[src/rtl/a2i64_pkg.sv]
// shared types, character codes and digit decode for the text-to-integer parser
`timescale 1ns / 1ps

package a2i64_pkg;

   localparam int VALUE_BITS_DEFAULT = 64;
   localparam int RADIX_BITS = 6;
   localparam int DIGIT_BITS = 6;

   localparam logic [RADIX_BITS-1:0] RADIX_RESET = 6'd10;
   localparam logic [RADIX_BITS-1:0] RADIX_AUTO  = 6'd0;
   localparam logic [RADIX_BITS-1:0] RADIX_ONE   = 6'd1;
   localparam logic [RADIX_BITS-1:0] RADIX_MAX   = 6'd36;
   localparam logic [RADIX_BITS-1:0] BASE_OCT    = 6'd8;
   localparam logic [RADIX_BITS-1:0] BASE_DEC    = 6'd10;
   localparam logic [RADIX_BITS-1:0] BASE_HEX    = 6'd16;

   localparam logic [7:0] CH_MINUS      = 8'h2D;
   localparam logic [7:0] CH_PLUS       = 8'h2B;
   localparam logic [7:0] CH_X_LOW      = 8'h78;
   localparam logic [7:0] CH_X_UP       = 8'h58;
   localparam logic [7:0] CH_0          = 8'h30;
   localparam logic [7:0] CH_9          = 8'h39;
   localparam logic [7:0] CH_A_UP       = 8'h41;
   localparam logic [7:0] CH_Z_UP       = 8'h5A;
   localparam logic [7:0] CH_A_LOW      = 8'h61;
   localparam logic [7:0] CH_Z_LOW      = 8'h7A;
   localparam logic [7:0] CH_UPPER_BASE = 8'd55;
   localparam logic [7:0] CH_LOWER_BASE = 8'd87;

   localparam logic [DIGIT_BITS-1:0] DIGIT_NONE = 6'd63;

   typedef enum logic [1:0] {
      PH_DONE,
      PH_BODY,
      PH_ZERO,
      PH_DIGITS
   } phase_type;

   typedef struct packed {
      phase_type             phase;
      logic                  negative;
      logic [RADIX_BITS-1:0] base;
      logic                  overflow;
      logic                  any_digit;
   } ctl_type;

   typedef struct packed {
      logic               valid;
      logic signed [63:0] value;
      logic               overflowed;
      logic               digits_seen;
   } result_type;

   function automatic logic [DIGIT_BITS-1:0] digit_of(input logic [7:0] c);
      logic [DIGIT_BITS-1:0] d;
      if (c >= CH_0 && c <= CH_9) begin
         d = DIGIT_BITS'(c - CH_0);
      end else if (c >= CH_A_UP && c <= CH_Z_UP) begin
         d = DIGIT_BITS'(c - CH_UPPER_BASE);
      end else if (c >= CH_A_LOW && c <= CH_Z_LOW) begin
         d = DIGIT_BITS'(c - CH_LOWER_BASE);
      end else begin
         d = DIGIT_NONE;
      end
      return d;
   endfunction

endpackage

[src/rtl/a2i64_step.sv]
// one character step: prefix and sign handling, digit accumulate with saturation, result
`timescale 1ns / 1ps

module a2i64_step #(
   parameter int VALUE_BITS = a2i64_pkg::VALUE_BITS_DEFAULT
) (
   input  a2i64_pkg::ctl_type                ctl,
   input  logic [VALUE_BITS-1:0]             acc,
   input  logic [7:0]                        ch,
   input  logic                              first,
   input  logic [a2i64_pkg::RADIX_BITS-1:0]  radix,
   output a2i64_pkg::ctl_type                ctl_next,
   output logic [VALUE_BITS-1:0]             acc_next,
   output a2i64_pkg::result_type             result
);

   localparam int PW = VALUE_BITS + 7;
   localparam logic [PW-1:0] HALF = PW'(1) << (VALUE_BITS - 1);

   logic [a2i64_pkg::DIGIT_BITS-1:0] digit;
   logic                             radix_bad;
   logic                             is_sign;
   logic                             start_body;
   logic [a2i64_pkg::RADIX_BITS-1:0] sb_base;
   logic                             zero_prefix;
   logic                             x_prefix;
   logic [a2i64_pkg::RADIX_BITS-1:0] take_base;
   logic                             take;
   logic                             digit_ok;
   logic                             end_now;
   logic [VALUE_BITS-1:0]            acc_cur;
   logic                             neg_cur;
   logic                             ovf_cur;
   logic                             any_cur;
   logic [PW-1:0]                    limit;
   logic [PW-1:0]                    prod;
   logic                             over;
   logic [VALUE_BITS-1:0]            mag;

   assign digit     = a2i64_pkg::digit_of(ch);
   assign radix_bad = (radix == a2i64_pkg::RADIX_ONE) || (radix > a2i64_pkg::RADIX_MAX);
   assign is_sign   = first && !radix_bad
                    && (ch == a2i64_pkg::CH_MINUS || ch == a2i64_pkg::CH_PLUS);

   assign start_body = (first && !radix_bad && !is_sign)
                    || (!first && ctl.phase == a2i64_pkg::PH_BODY);
   assign sb_base    = first ? radix : ctl.base;
   assign zero_prefix = start_body && ch == a2i64_pkg::CH_0
                     && (sb_base == a2i64_pkg::RADIX_AUTO || sb_base == a2i64_pkg::BASE_HEX);
   assign x_prefix   = !first && ctl.phase == a2i64_pkg::PH_ZERO
                    && (ctl.base == a2i64_pkg::BASE_HEX || ctl.base == a2i64_pkg::BASE_OCT)
                    && (ch == a2i64_pkg::CH_X_LOW || ch == a2i64_pkg::CH_X_UP);

   always_comb begin
      if (start_body) begin
         take_base = (sb_base == a2i64_pkg::RADIX_AUTO) ? a2i64_pkg::BASE_DEC : sb_base;
      end else begin
         take_base = ctl.base;
      end
   end

   assign take = (start_body && !zero_prefix)
              || (!first && ctl.phase == a2i64_pkg::PH_DIGITS)
              || (!first && ctl.phase == a2i64_pkg::PH_ZERO && !x_prefix);

   // state as seen by this character (a first-flagged item starts clean)
   assign acc_cur = first ? '0 : acc;
   assign neg_cur = first ? (!radix_bad && ch == a2i64_pkg::CH_MINUS) : ctl.negative;
   assign ovf_cur = first ? 1'b0 : ctl.overflow;
   assign any_cur = first ? 1'b0 : ctl.any_digit;

   assign digit_ok = digit < take_base;
   assign end_now  = (first && radix_bad) || (take && !digit_ok);

   // acc * base + d > limit is the cutoff test without a divide
   assign limit = neg_cur ? HALF : HALF - PW'(1);
   assign prod  = PW'(acc_cur) * PW'(take_base) + PW'(digit);
   assign over  = prod > limit;

   // next phase and datapath next values
   always_comb begin
      if (end_now) begin
         ctl_next.phase = a2i64_pkg::PH_DONE;
      end else if (is_sign) begin
         ctl_next.phase = a2i64_pkg::PH_BODY;
      end else if (zero_prefix) begin
         ctl_next.phase = a2i64_pkg::PH_ZERO;
      end else if (x_prefix || take) begin
         ctl_next.phase = a2i64_pkg::PH_DIGITS;
      end else begin
         ctl_next.phase = ctl.phase;
      end
      ctl_next.negative  = neg_cur;
      ctl_next.base      = first ? radix : ctl.base;
      ctl_next.overflow  = ovf_cur;
      ctl_next.any_digit = any_cur;
      acc_next           = acc_cur;
      if (end_now) begin
         ctl_next.base = take ? take_base : ctl_next.base;
      end else if (zero_prefix) begin
         ctl_next.base      = (sb_base == a2i64_pkg::RADIX_AUTO) ? a2i64_pkg::BASE_OCT
                                                                : a2i64_pkg::BASE_HEX;
         ctl_next.any_digit = 1'b1;
         acc_next           = '0;
      end else if (x_prefix) begin
         ctl_next.base      = a2i64_pkg::BASE_HEX;
         ctl_next.any_digit = 1'b0;
         acc_next           = '0;
      end else if (take) begin
         ctl_next.base      = take_base;
         ctl_next.any_digit = 1'b1;
         if (!ovf_cur) begin
            if (over) begin
               ctl_next.overflow = 1'b1;
            end else begin
               acc_next = prod[VALUE_BITS-1:0];
            end
         end
      end
   end

   // result on the character that ends the number
   assign mag = ovf_cur ? limit[VALUE_BITS-1:0] : acc_cur;

   always_comb begin
      result.valid       = end_now;
      result.value       = neg_cur ? (64'(0) - 64'(mag)) : 64'(mag);
      result.overflowed  = ovf_cur;
      result.digits_seen = any_cur;
   end

endmodule

[src/rtl/ascii_to_int64_radix_parser_top.sv]
// top level of the streaming text-to-integer parser: item registers, radix register, result register
`timescale 1ns / 1ps

// Takes one character per item and accepts a new item every clock cycle unless the input register
// is held because a waiting result is not taken. An accepted item lands in an input register, and
// once the result register can drain, one step (sign and prefix decode, then accumulator times
// base plus digit, compared against the signed limit) updates the parse state and, when the
// character ends the number, loads the result register. The radix register is sampled by the
// item that carries the first flag; write it only while the block is idle.
// The input side keeps moving while a result waits, as long as the result register can drain.

module ascii_to_int64_radix_parser_top #(
   parameter int VALUE_BITS = a2i64_pkg::VALUE_BITS_DEFAULT
) (
   input  logic                             clock,
   input  logic                             reset,
   input  logic                             req_valid,
   output logic                             req_ready,
   input  logic [7:0]                       req_ch,
   input  logic                             req_first,
   output logic                             rsp_valid,
   input  logic                             rsp_ready,
   output logic signed [63:0]               rsp_value,
   output logic                             rsp_overflowed,
   output logic                             rsp_digits_seen,
   input  logic                             csr_valid,
   output logic                             csr_ready,
   input  logic [a2i64_pkg::RADIX_BITS-1:0] csr_radix
);

   logic                             in_valid_ff;
   logic                             in_valid_in;
   logic [7:0]                       in_ch_ff;
   logic                             in_first_ff;
   logic [a2i64_pkg::RADIX_BITS-1:0] radix_ff;
   a2i64_pkg::ctl_type               ctl_ff;
   a2i64_pkg::ctl_type               ctl_in;
   logic [VALUE_BITS-1:0]            acc_ff;
   logic [VALUE_BITS-1:0]            acc_in;
   a2i64_pkg::result_type            step_result;
   logic                             rsp_valid_ff;
   logic                             rsp_valid_in;
   logic signed [63:0]               rsp_value_ff;
   logic                             rsp_overflowed_ff;
   logic                             rsp_digits_seen_ff;
   logic                             proceed;
   logic                             req_take;

   assign proceed   = in_valid_ff && (!rsp_valid_ff || rsp_ready);
   assign req_ready = !in_valid_ff || proceed;
   assign req_take  = req_valid && req_ready;
   assign csr_ready = 1'b1;

   assign in_valid_in  = req_take ? 1'b1 : (in_valid_ff && !proceed);
   assign rsp_valid_in = proceed ? step_result.valid : (rsp_valid_ff && !rsp_ready);

   a2i64_step #(
      .VALUE_BITS (VALUE_BITS)
   ) u_step (
      .ctl      (ctl_ff),
      .acc      (acc_ff),
      .ch       (in_ch_ff),
      .first    (in_first_ff),
      .radix    (radix_ff),
      .ctl_next (ctl_in),
      .acc_next (acc_in),
      .result   (step_result)
   );

   always_ff @(posedge clock) begin
      if (reset) begin
         in_valid_ff        <= 1'b0;
         rsp_valid_ff       <= 1'b0;
         radix_ff           <= a2i64_pkg::RADIX_RESET;
         ctl_ff.phase       <= a2i64_pkg::PH_DONE;
         ctl_ff.negative    <= 1'b0;
         ctl_ff.base        <= a2i64_pkg::BASE_DEC;
         ctl_ff.overflow    <= 1'b0;
         ctl_ff.any_digit   <= 1'b0;
         acc_ff             <= '0;
      end else begin
         in_valid_ff  <= in_valid_in;
         rsp_valid_ff <= rsp_valid_in;
         if (csr_valid && csr_ready) begin
            radix_ff <= csr_radix;
         end
         if (proceed) begin
            ctl_ff <= ctl_in;
            acc_ff <= acc_in;
         end
      end
   end

   // payload registers
   always_ff @(posedge clock) begin
      if (req_take) begin
         in_ch_ff    <= req_ch;
         in_first_ff <= req_first;
      end
      if (proceed && step_result.valid) begin
         rsp_value_ff       <= step_result.value;
         rsp_overflowed_ff  <= step_result.overflowed;
         rsp_digits_seen_ff <= step_result.digits_seen;
      end
   end

   assign rsp_valid       = rsp_valid_ff;
   assign rsp_value       = rsp_value_ff;
   assign rsp_overflowed  = rsp_overflowed_ff;
   assign rsp_digits_seen = rsp_digits_seen_ff;

endmodule
[config.mk]
export PLATFORM = sky130hd
export DESIGN_NAME = ascii_to_int64_radix_parser_top
export DESIGN_NICKNAME = d
export VERILOG_FILES = /design/src/rtl/a2i64_pkg.sv /design/src/rtl/a2i64_step.sv /design/src/rtl/ascii_to_int64_radix_parser_top.sv
export SDC_FILE = /design/constraint.sdc
export NUM_CORES = 2
export LEC_CHECK = 0
export BUFFER_PORTS_ARGS = -buffer_cell sky130_fd_sc_hd__buf_4
export CAP_MARGIN = 20
export CORE_ASPECT_RATIO = 0.7
export CORE_MARGIN = 2
export CORE_UTILIZATION = 35
export CTS_CLUSTER_DIAMETER = 60
export DETAILED_ROUTE_END_ITERATION = 12
export PLACE_DENSITY = 0.55
export SLEW_MARGIN = 15
export SYNTH_ARGS = -nofsm -noshare
export SYNTH_HDL_FRONTEND = slang
export SYNTH_SLANG_ARGS = --single-unit
[constraint.sdc]
create_clock -name clock -period 8.92 [get_ports clock]
set_input_delay 1.784 -clock clock [delete_from_list [all_inputs] [get_ports clock]]
set_output_delay 1.784 -clock clock [all_outputs]
set_load 0.01 [all_outputs]
# Word-level counts from Yosys, hierarchy flattened

Cells that the tools add are included.
Widths: inputs -> output; s select.

Add/subtract/negate cells: 5
$mul: 1
$lt $le $gt $ge: 9
Equality and inequality tests: 12
Muxes and demuxes: 38
Reduce and logical (&&, ||, !) cells: 48

Operators by type and width:

| kind                  | count |
|---|---|
| $mux 64               | 10 |
| $add 70x6->71         | 1 |
| $gt 71x71->1          | 1 |
| $mul 64x6->70         | 1 |
| $sub 1x64->64 const A | 1 |
| $mux 6                | 10 |
| $eq 8x6->1 const B    | 3 |
| $logic_and 1x1->1     | 23 |
| $eq 8x7->1 const B    | 2 |
| $ge 8x7->1 const B    | 2 |
| $le 8x7->1 const B    | 2 |
| $eq 6x5->1 const B    | 2 |
| $logic_or 1x1->1      | 12 |
| $sub 6x6->6 const B   | 2 |
| $mux 1                | 11 |
| $logic_not 1->1       | 10 |
| $mux 2                | 5 |
| $ge 8x6->1 const B    | 1 |
| $le 8x6->1 const B    | 1 |
| $mux 8                | 1 |
| $eq 6x1->1 const B    | 1 |
| $eq 6x4->1 const B    | 1 |
| $gt 6x6->1 const B    | 1 |
| $logic_not 6->1       | 1 |
| other kinds (7)       | 8 |

Register bits after elaboration: 158
Input bits: 20
Output and inout port bits: 69

# Depth between registers and ports, before layout

Depth after elaboration: 19
Mapped depth: 44
Mapped depth without buffers: 41

# By module

Synthesis repeated with hierarchy kept, for this count alone.

Cells, all modules: 3161
Area total of the unflattened synthesis: 25816.0 um^2

By module, submodules not included:

| module                          | times used | cells an instance | area each (um^2) |
|---|---|---|---|
| a2i64_step                      | 1          | 2727              | 19885.3 |
| ascii_to_int64_radix_parser_top | 1          | 434               | 5930.7 |

# Worst setup path after synthesis

No wires, ideal clock.

Kind: register to register
Start: reg in_ch_ff[1]
End: reg acc_ff[51]
Arrival time: 9247 ps
Path slack: -444 ps
Stages on the path, launching flop included: 43
Buffers on the path: 3
Cell sequence: edfxtp_1 inv_1 ha_1 mux2_1 and3_4 a211oi_4 o21ai_0 o22a_1 inv_1 clkbuf_1 nor2_1 fa_1 inv_1 fa_1 inv_1 fa_1 inv_1 fa_1 [7 not listed] a21oi_1 o31ai_1 a21oi_1 xnor2_1 ha_1 nand4_1 nor4_1 nand3_1 o211ai_1 a31oi_1 a211oi_1 o2111a_1 nand2_2 nor2_2 o31ai_4 buf_6 buf_6 a22o_1

Word-level cells in the longest chain between the ends: 16

RTL lines:

| element                                            | RTL line                              | RTL |
|---|---|---|
| start: declaration                                 | ascii_to_int64_radix_parser_top.sv:33 | `logic [7:0] in_ch_ff;` |
| start signal: assignment                           | ascii_to_int64_radix_parser_top.sv:97 | `in_ch_ff <= req_ch;` |
| $eq 8x6->1, on equally long branches               | a2i64_step.sv:43, a2i64_step.sv:68    |  |
| $logic_or 1x1->1                                   | a2i64_step.sv:43                      | `&& (ch == a2i64_pkg::CH_MINUS \|\| ch == a2i64_pkg::CH_PLUS);` |
| $logic_and 1x1->1                                  | a2i64_step.sv:43                      |  |
| $logic_not 1->1                                    | a2i64_step.sv:45                      | `assign start_body = (first && !radix_bad && !is_sign)` |
| $logic_and 1x1->1                                  | a2i64_step.sv:45                      |  |
| $logic_or 1x1->1                                   | a2i64_step.sv:46                      | `\|\| (!first && ctl.phase == a2i64_pkg::PH_BODY);` |
| $mux 6 or $logic_and 1x1->1 (tied branches)        | a2i64_step.sv:55, a2i64_step.sv:48    |  |
| $mul 64x6->70 or $logic_and 1x1->1 (tied branches) | a2i64_step.sv:77, a2i64_step.sv:49    |  |
| $add 70x6->71 or $logic_not 1->1 (tied branches)   | a2i64_step.sv:77, a2i64_step.sv:62    |  |
| $gt 71x71->1 or $logic_and 1x1->1 (tied branches)  | a2i64_step.sv:78, a2i64_step.sv:62    |  |
| $mux 64 or $logic_or 1x1->1 (tied branches)        | a2i64_step.sv:113, a2i64_step.sv:63   |  |
| $mux 64 or $logic_or 1x1->1 (tied branches)        | a2i64_step.sv:112, a2i64_step.sv:64   |  |
| $mux 64                                            | a2i64_step.sv:109                     | `end else if (take) begin` |
| $mux 64                                            | a2i64_step.sv:105                     | `end else if (x_prefix) begin` |
| $mux 64                                            | a2i64_step.sv:100                     | `end else if (zero_prefix) begin` |
| $mux 64 *                                          | a2i64_step.sv:98                      | `if (end_now) begin` |
| end signal: assignment                             | ascii_to_int64_radix_parser_top.sv:89 | `acc_ff <= acc_in;` |
| end: declaration                                   | ascii_to_int64_radix_parser_top.sv:38 | `logic [VALUE_BITS-1:0] acc_ff;` |

Every way passes the cells marked *; elsewhere a longest branch is shown, timed or not.
A chain may end at the register's enable or synchronous reset.

# Worst setup path in the final report

Start: reg in_ch_ff[1]
End: reg acc_ff[54]

The elaborated chain is that of the path after synthesis.

==> metrics.md <==
| Metric | Value |
|---|---|
| Status | complete, but fails checks |
| Failing checks | negative setup slack |
| 1st-pass router iterations | 5 |
| Layout cells sized above 1 | 0.246 |
| Total power | ~2 mW |
| Nature of the critical path startpoint | flip-flop |
| H-tree depth | 4 |
| Die height | about 220 microns |
| Crit Path Class | flip-flop to flip-flop |
| Switching fraction of total power | 0.321 |
| Clk Tree Root Cell | clkbuf_16 |
| Synthesized area | about 24000 sq um |
| Worst Reg-to-Reg Cells | just over 40 |
| Synth warnings | 0 |
| Routed WL | ~96000 microns |
| Yosys reg bits | about 160 |
| Placed cell count | a little over 4000 |
| Slew HR | 0.322 |
| DR vias | 23900 |
| Unrepaired setup endpoints after global routing | true |
| First-pass GRT wire length | 145000 microns |
| P_sw | 0.655 mW |
| DP Wirelength | between 70000 and 80000 microns |
| Area grow syn2layout | 26.4% |
| Final Setup Violations | 65 |
| Worst path slowest cell | fa_1 |
| Horiz. Die Dim | 317 microns |
| Syn Area/Cell | between 8 and 9 sq um |
| Most frequent cell on the critical path | fa_1 |
| Min Tclk post-route | about 9.4 ns |
| Critical path launch point | in_ch_ff[1] |
| Longest Clk Path Bufs | 2 |
| CP endpoint kind | flip-flop |
| Io pins | between 80 and 90 |
| Slew Viols, Final | 0 |
| Data required, critical path | about 9.3 ns |
| Static Leak | between 10 and 15 nW |
| Worst-Skew Late Latency | 0.46 ns |
| Die area | between 70000 and 80000 sq um |
| Core Region | ~70000 sq um |
| Max VDD drop | about 0.14 mV |
| Final Util | 0.447 |
| Top FF cell, synth | dfxtp_1 |
| CTS Hold Buffers Added | 0 |
| CTS sink cnt | between 150 and 200 |
| Max-Cap Viols | 0 |
| Vias/cell | ~5.7 |
| DP Worst Slack | -0.709 ns |
| Hold Crit Class | flip-flop to flip-flop |
| Reg2reg end | acc_ff[54] |
| Drt initial violations | between 2000 and 2500 |
| Ant. Diodes | 0 |
| Cell Count, Final, Fillers Out | approximately 4200 |
| Clock Power Share | 0.364 |
| Final Cycle Share | 1.05 |
| Initial antenna violation count | 2 |
| Synth unique cells | 100 |
| Overflow after GRT | 0 |
| Largest net degree at the start of global routing | 105 |
| CTS tree | yes |
| Clock skew | roughly 0.016 ns |
| WP data arrival | 9.76 ns |
| DRC viols | 0 |
| Crit path to | acc_ff[54] |
| Routed Antenna Nets | 0 |
| Final hold vios | 0 |
| EDFF count, synth | between 70 and 80 |
| Sequential fraction of the synthesis area | 0.163 |
| GRT Total Usage | 0.270 |
| FMAX | 0.106 GHz |
| Pwr Density | between 60 and 70 nW/um^2 |
| Inserted Clock Buffers | 17 |
| Nets | roughly 3800 |
| Synth Net Count | between 3000 and 4000 |
| Reg2reg setup slack | -0.49 ns |
| Syn Inst Count | around 2900 |
| Vias in the first global route | roughly 23000 |
| GP Congestion | 0.970 |
| Initial Utilization | 0.353 |
| Slowest stage delay, CP | between 0.5 and 0.6 ns |
| Gate power share | 0.246 |
| Clock transition at path regs | 0.07 ns |
| Site Rows | 80 |
| Worst slew pin tran | 1.02 ns |
| Max FO, Critical Path | 24 |
| RR Startpoint | in_ch_ff[1] |
| Internal | 1.39 mW |
| Setup WS post-layout | -0.489 ns |
| Asr flop ratio synth | 0 |
| WL per Instance | 22.8 microns |
| Sequential Power Share | 0.389 |
| Post-route setup TNS | -28.44 ns |
| IO Port Bufs | just under 90 |
state kept, by name (all words and copies together), names as in the netlist, 6 cells and up:
name       cells
in_ch_ff       8
rsp_value     64
radix_ff       6
acc_ff        64
ctl_ff        11
synth_stat cells, types with 12 or more instances:
master,n,area share
o31ai_1,24,0.0075
and2_1,132,0.034
a211oi_1,23,0.0072
and3_1,66,0.017
a21o_1,34,0.011
nand4_1,53,0.014
a31oi_1,28,0.0073
clkbuf_1,162,0.025
o21ai_1,12,0.0025
o21ai_0,113,0.024
nor2_1,211,0.033
inv_1,210,0.033
nor2b_1,19,0.0049
o21bai_1,14,0.0044
nand2b_1,22,0.0057
dfxtp_1,83,0.069
a21oi_1,218,0.045
o211ai_1,19,0.0059
buf_1,16,0.0025
fa_1,252,0.21
ha_1,228,0.12
a221oi_1,26,0.0095
nor4_1,17,0.0044
a22o_1,48,0.017
buf_2,25,0.0052
nand2_1,332,0.052
nor3_1,46,0.0096
o21a_1,15,0.0047
xor2_1,31,0.011
mux2i_1,20,0.0083
nand3_1,62,0.013
xnor2_1,47,0.017
edfxtp_1,75,0.094
metal layers:
layer	up-vias	global-route usage	wire (microns)	share of wire
met5	-	0	0	0
met4	0	0.0498	1700	0.018
met1	11700	0.448	48000	0.50
li1	10800	-	-	-
met3	90	0.0885	12300	0.13
met2	1256	0.324	33700	0.35
cell type report:
| type | instances | area [sq um] |
|---|---|---|
| fillers | 6702 | 37600 |
| multi-input cells | 2288 | 19300 |
| repair buffers | 601 | 4670 |
| flip-flops and latches | 158 | 3920 |
| well taps | 902 | 1130 |
| inverters | 213 | 803 |
| clock buffers | 17 | 425 |
| clock inverters | 15 | 159 |
worst min-delay path by stage:
stage | cells past startpoint | from | slack, ns | end
after floorplan | 2 | ctl_ff[0] | 0.45 | ctl_ff[0]
after global placement | 2 | ctl_ff[0] | 0.48 | ctl_ff[0]
after detailed placement | 2 | ctl_ff[0] | 0.48 | ctl_ff[0]
after CTS | 2 | ctl_ff[0] | 0.50 | ctl_ff[0]
after global routing | 2 | ctl_ff[0] | 0.53 | ctl_ff[0]
final | 2 | ctl_ff[0] | 0.50 | ctl_ff[0]
cells by family (layout without fill, tap and decap cells):
group                      Yosys count  after routing  synth area share
DFF                                158            158             0.163
xor gates and xnor gates            78             78            0.0284
muxes                               22             22           0.00926
buffers and inverters              429            846            0.0710
other                                1              1          0.000156
and+or+nand+nor                   1024           1024             0.210
adders and majority gates          480            480             0.328
AOI/OAI and AO/OA                  683            683             0.190
through the flow:
| step | area [sq um] | hold WS, ns |
|---|---|---|
| after floorplan | 24200 | 0.447 |
| after global placement | 28700 | 0.475 |
| after detailed placement | 28700 | 0.475 |
| after CTS | 29700 | 0.499 |
| after global routing | 30400 | 0.529 |
| final | 30400 | 0.495 |
power groups by stage:
stage | clock network, mW | registers [mW] | logic (mW)
floorplan | 0 | 0.809 | 0.266
global placement | 0 | 0.809 | 0.449
detailed placement | 0 | 0.809 | 0.454
CTS | 0.751 | 0.793 | 0.469
global route | 0.781 | 0.795 | 0.538
finish | 0.744 | 0.794 | 0.503
cells in the final DEF, fill, tap and decap left out, types with 38 or more instances in the layout:
cell type and count:
nand3_1 59, buf_4 578, and2_1 131, o21ai_0 99
ha_1 210, nor3_1 41, fa_1 242, inv_1 202
and3_1 63, a21oi_1 200, a22o_1 48, nand2_1 330
dfxtp_1 82, edfxtp_1 75, nor2_1 204, nand4_1 53
xnor2_1 38
critical path, delay by kind of cell (launching register included):
| kind | cells | cell delay (ns) |
|---|---|---|
| AND/OR/NAND/NOR | 9 | 1.68 |
| buffers and inverters | 7 | 0.86 |
| AO/OA/AOI/OAI | 16 | 3.00 |
| XOR/XNOR | 1 | 0.15 |
| adder cells (fa/ha/maj) | 7 | 2.90 |
| multiplexers | 1 | 0.27 |
| flip-flops | 1 | 0.43 |
repair_timing:
action | in CTS | in global routing
pin swaps | 48 | 70
cloned | 1 | 1
gates resized for setup | 66 | 105
endpoints found under the setup margin | 65 | 65
buffers inserted | 14 | 29
Power figures use the tool's default switching activity.
